### src/tiqpa_pkg.sv
// ----------------------------------------------------------------------------
// tiqpa_pkg
// Types, widths and latencies shared by the two-image quadratic voxel block.
// ----------------------------------------------------------------------------
package tiqpa_pkg;

  // Field and arithmetic widths
  localparam int VAL_W     = 16;
  localparam int COEF_W    = 48;
  localparam int COEF_FRAC = 24;
  localparam int IDX_W     = 5;
  localparam int NUM_COEFS = 18;
  localparam int TERMS     = 6;
  localparam int QUADS     = 3;
  localparam int PROD_W    = 32;   // a*a, a*b, b*b
  localparam int ACC_W     = 84;   // exact quadratic sum, Q24

  // Quadratic slots in the coefficient table
  localparam int QUAD_MASK = 0;
  localparam int QUAD_MAIN = 1;
  localparam int QUAD_ALT  = 2;

  // Fuzzy product datapath
  localparam int RAD_W       = 64;  // a*b*(D-a)*(D-b), radicand is this times 2^48
  localparam int ROOT_W      = 56;
  localparam int REM_W       = 58;
  localparam int SQRT_STEPS  = 4;
  localparam int SQRT_STAGES = ROOT_W / SQRT_STEPS;
  localparam int NUM_W       = 56;
  localparam int DVS_W       = 17;
  localparam int DIV_STEPS   = 8;
  localparam int DIV_STAGES  = NUM_W / DIV_STEPS;
  localparam int DEN_W       = 18;
  localparam int FZ_W        = ROOT_W + 2;

  // Pipeline positions, counted from the input register
  localparam int QUAD_STAGES = 5;
  localparam int FZ_STAGE    = 2 + SQRT_STAGES + 1 + DIV_STAGES + 1;
  localparam int QUAD_DELAY  = FZ_STAGE - QUAD_STAGES;

  localparam logic [16:0]           FULL_SCALE = 17'd65534;
  localparam logic signed [FZ_W-1:0] FUZZY_MID = {18'd0, 16'd32767, 24'd0};
  localparam logic signed [ACC_W-1:0] ROUND_HALF = ACC_W'(1) << (COEF_FRAC - 1);

  typedef enum logic {
    CMD_EVAL  = 1'b0,
    CMD_WRITE = 1'b1
  } cmd_t;

  typedef enum logic {
    CFG_FUZZY_MODE    = 1'b0,
    CFG_NARROW_OUTPUT = 1'b1
  } cfg_index_t;

  typedef struct packed {
    cmd_t                     command;
    logic [VAL_W-1:0]         value_a;
    logic [VAL_W-1:0]         value_b;
    logic [IDX_W-1:0]         coef_index;
    logic signed [COEF_W-1:0] coef_value;
  } item_t;

  typedef struct packed {
    logic [VAL_W-1:0] result_value;
    logic             inside_mask;
  } result_t;

  typedef struct packed {
    logic                    mask_hit;
    logic signed [ACC_W-1:0] value;
  } quad_res_t;

endpackage

### src/tiqpa_div.sv
// ----------------------------------------------------------------------------
// tiqpa_div
// Pipelined restoring divider, 56-bit magnitude by 17-bit, 8 bits per stage.
// ----------------------------------------------------------------------------
module tiqpa_div (
  input  logic                         clk,
  input  logic                         adv,
  input  logic [tiqpa_pkg::NUM_W-1:0]  num,
  input  logic [tiqpa_pkg::DVS_W-1:0]  dvs,
  output logic [tiqpa_pkg::NUM_W-1:0]  quo
);
  import tiqpa_pkg::*;

  // nq: numerator bits shift out the top while quotient bits enter below
  logic [NUM_W-1:0] nq_r    [DIV_STAGES];
  logic [DVS_W-1:0] rm_r    [DIV_STAGES];
  logic [DVS_W-1:0] dv_r    [DIV_STAGES];
  logic [NUM_W-1:0] nq_next [DIV_STAGES];
  logic [DVS_W-1:0] rm_next [DIV_STAGES];

  always_comb begin
    logic [NUM_W-1:0] nq;
    logic [DVS_W-1:0] rm;
    logic [DVS_W-1:0] dv;
    logic [DVS_W:0]   rs;
    for (int s = 0; s < DIV_STAGES; s++) begin
      if (s == 0) begin
        nq = num;
        rm = '0;
        dv = dvs;
      end else begin
        nq = nq_r[s-1];
        rm = rm_r[s-1];
        dv = dv_r[s-1];
      end
      for (int j = 0; j < DIV_STEPS; j++) begin
        rs = {rm, nq[NUM_W-1]};
        nq = {nq[NUM_W-2:0], 1'b0};
        if (rs >= {1'b0, dv}) begin
          rm    = DVS_W'(rs - {1'b0, dv});
          nq[0] = 1'b1;
        end else begin
          rm = DVS_W'(rs);
        end
      end
      nq_next[s] = nq;
      rm_next[s] = rm;
    end
  end

  always_ff @(posedge clk) begin
    if (adv) begin
      nq_r[0] <= nq_next[0];
      rm_r[0] <= rm_next[0];
      dv_r[0] <= dvs;
      for (int s = 1; s < DIV_STAGES; s++) begin
        nq_r[s] <= nq_next[s];
        rm_r[s] <= rm_next[s];
        dv_r[s] <= dv_r[s-1];
      end
    end
  end

  assign quo = nq_r[DIV_STAGES-1];

endmodule

### config.mk
export PLATFORM = sky130hd
export DESIGN_NAME = tiqpa_div
export DESIGN_NICKNAME = d
export VERILOG_FILES = /design/src/tiqpa_pkg.sv /design/src/tiqpa_div.sv
export SDC_FILE = /design/constraint.sdc
export NUM_CORES = 2
export LEC_CHECK = 0
export BUFFER_PORTS_ARGS = -buffer_cell sky130_fd_sc_hd__buf_4
export CAP_MARGIN = 15
export CELL_PAD_IN_SITES_DETAIL_PLACEMENT = 0
export CELL_PAD_IN_SITES_GLOBAL_PLACEMENT = 1
export CORE_AREA = 2 2 541 543
export CTS_CLUSTER_SIZE = 10
export DETAILED_ROUTE_END_ITERATION = 10
export DIE_AREA = 0 0 543 545
export GPL_ROUTABILITY_DRIVEN = 0
export GPL_TIMING_DRIVEN = 0
export PLACE_DENSITY = 0.52
export SLEW_MARGIN = 20
export SYNTH_ARGS = -nofsm -noshare
export SYNTH_HDL_FRONTEND = slang
export SYNTH_SLANG_ARGS = --single-unit
### constraint.sdc
create_clock -name clk -period 25.8 [get_ports clk]
set_clock_uncertainty 0.15 [all_clocks]
set_input_delay 1.29 -clock clk [delete_from_list [all_inputs] [get_ports clk]]
set_output_delay 1.29 -clock clk [all_outputs]
set_load 0.1 [all_outputs]
==> qor.yml <==
detailed_routing:
  drtPass1Iterations: 6
  wl_per_cell_um: 19.8
  wirelength_um: 248000
  drc: 0
  vias_per_cell: 5.05
  initialDrtViolationCount: 3841
  drtAntennaViolNets: 0
  vias: 63123
finish:
  multi_input_area_mm2: 0.0525
  fillers: 30711
  ff_latch_area_mm2: 0.0179
  finalNetCount: 9611
  final_area_mm2: 0.0838
  drive_gt1_frac: 0.153
  area_delta_synth_final_pct: 15.8
clock_tree:
  cts_tree: "done"
  clk_latency_ps: 820
  clkTransAtPathRegs_ps: 50
  cts_root_buf: "clkbuf_16"
  numCtsBuffers: 88
  cts_buffer_depth: 4
  clock-sinks: 596
  htree_num_levels: 3
setup_path:
  crit_path_max_incr_delay_ps: 550
  critical_path.startpoint_type: "flop"
  crit_start: "dv_r[2][8]"
  critPathMostFrequentCell: "a21o_1"
  worst-path-stages: 105
  cp_num_buf_inv: 16
  crit_slowest_cell: "edfxtp_1"
  critPathKind: "flop to flop"
  cp-endpoint: "rm_r[3][13]"
  r2r-end: "rm_r[3][13]"
  cpLargestDelayFamily: "compound AO/OA/AOI/OAI gates"
  reg2regPathDepth: 105
  worstPathRequired_ps: 26180
  worst-r2r-setup-slack_ps: 1110
  timing.rr.start: "dv_r[2][8]"
  path_max_fanout: 10
  endpoint_kind: "flop"
  worstPathArrival_ps: 25070
synthesis:
  synthSimpleGateAreaFrac: 0.152
  synth_top_cell_area_share: 0.247
  synthesis.area_mm2: 0.0723
  synth_enable_flop_cells: 596
  async_reset_ff_frac: 0
  synth_xor_area_frac: 0.0743
  syn_area_per_cell_um2: 8.87
  ys_ff_latch: 596
  yosysTopAreaCell: "edfxtp_1"
  synthCells: 8157
  synthTopCellsByArea: "edfxtp_1 25%, ha_1 16%, mux2_2 6.7%, xnor2_1 4.9%, a21oi_1 4.2%"
  synth_compound_area_frac: 0.219
  yosys_warnings: 0
  synth_top_flop_cell: "edfxtp_1"
  muxShareOfSynthArea: 0.0903
  synth_fp_nets: 9223
  synth_top_family_by_area: "compound AO/OA/AOI/OAI gates"
  synthAdderAreaFrac: 0.177
  ys_types: 116
  synth-seq-area-share: 0.247
timing:
  min_period_ps: 24690
  period_share: 0.957
  drv_slew: 0
  relSlewSlack: 0.379
  finalSetupViolCount: 0
  hold_viol: 0
  worst_slew_pin_slew_ps: 920
  timing.fmax_mhz: 40.5
floorplanning:
  initial_utilization: 0.249
  coreArea_mm2: 0.290
  io_pins: 131
  fp.dieW_um: 543
  die_height_um: 545
  rows: 198
  dieArea_mm2: 0.296
placed_design:
  io_buffers: 130
  place_hpwl_um: 194000
  post_dp_cell_area_mm2: 0.0784
min_path:
  hold_class: "flop to flop"
  holdPathStages: 0
global_route:
  track_usage: 0.163
  overflow: 0
  grt_pass1_wl_um: 376000
  first_global_vias: 61854
  grt_max_degree: 106
  grt_antenna_before_repair: 8
run_status:
  outcome: "complete, no violations"
run:
  cap_violations: 0
final cells by class:
type,instances,area share
plain buffers,131,0.00893
repair inverters,1,0.0000896
well taps,3900,0.0583
inverters,597,0.0295
repair buffers,304,0.0300
clock inverters,40,0.00535
diodes,2,0.0000597
clock buffers,101,0.0274
flip-flops and latches,596,0.214
multi-input cells,6826,0.627
worst min-delay path by stage:
stage	from	end	slack [ps]
finish	nq_r[0][15]	nq_r[1][23]	250
global route	nq_r[1][12]	nq_r[2][20]	250
CTS	nq_r[1][12]	nq_r[2][20]	240
detailed placement	nq_r[0][46]	nq_r[1][54]	250
global placement	nq_r[3][10]	nq_r[4][18]	250
floorplan	nq_r[0][2]	nq_r[1][10]	250
flip-flops by register name, summed over array words and instances (netlist names):
signal,flops
rm_r,102
dv_r,102
nq_r,392
cell usage after synthesis, types with 26 or more instances:
library cell,count
o211ai_1,44
o21a_1,134
mux2i_1,147
nor2_1,585
a21boi_0,87
o31a_1,39
o31ai_1,37
ha_1,937
a31oi_1,79
a21oi_1,613
or2_2,57
a211oi_1,87
nand3_1,141
nand4_1,137
and3_1,67
xor2_1,210
and2_1,54
fa_1,54
o21ai_0,553
nand2_1,526
buf_1,26
a221o_1,33
a211o_1,39
clkbuf_1,72
inv_1,572
and4_1,38
nor4_1,46
mux2_2,431
xnor2_1,404
nor3_1,164
buf_2,33
or3_1,53
a221oi_1,28
nand2b_1,110
edfxtp_1,596
nor2b_1,159
a21o_1,257
o21bai_1,87
cell families (layout without fill, tap and decap cells):
kind of cell	Yosys count	count (layout)
adder cells (fa/ha/maj)	991	991
XOR/XNOR	614	614
AO/OA/AOI/OAI	2404	2404
other	0	2
AND/OR/NAND/NOR	2223	2223
multiplexers	594	594
flip-flops	596	596
buffers and inverters	735	1174
layout by cell type (no fill, tap or decap), drive strengths merged, types with 210 or more instances in the layout:
cell	n
nor2	588
buf	357
a21o	257
nand2	527
mux2	444
xor2	210
edfxtp	596
a21oi	615
xnor2	404
ha	937
o21ai	563
inv	543
metal layers:
layer / wire length, um / GRT usage / up-vias
met5: 0 / 0 / -
met4: 6320 / 0.0393 / 0
met3: 9060 / 0.0157 / 270
met2: 114000 / 0.274 / 1137
met1: 119000 / 0.223 / 30295
li1: - / - / 31421
stage by stage:
step	utilization	std cells	hold slack, ps	TNS, ps	worst slack, ps
after floorplan	-	8157	250	0	2710
after global placement	0.270	12187	252	-431570	-5230
after detailed placement	0.270	12193	255	-424330	-5230
after CTS	0.284	12394	241	0	2.96
after global routing	0.289	12497	247	-267	-45.3
final	0.289	12498	254	0	1110
timing repair:
| action | in CTS | in global routing |
|---|---|---|
| pin swaps | 13 | 33 |
| cloned | 0 | 1 |
| gates resized for setup | 202 | 221 |
| buffers inserted | 65 | 103 |
| hold buffers | 0 | 0 |
| setup endpoints to repair | 112 | 109 |
Power is left out: the tool's default activity adds up to more than one toggle a clock period on the data nets, which glitch-free logic cannot reach.
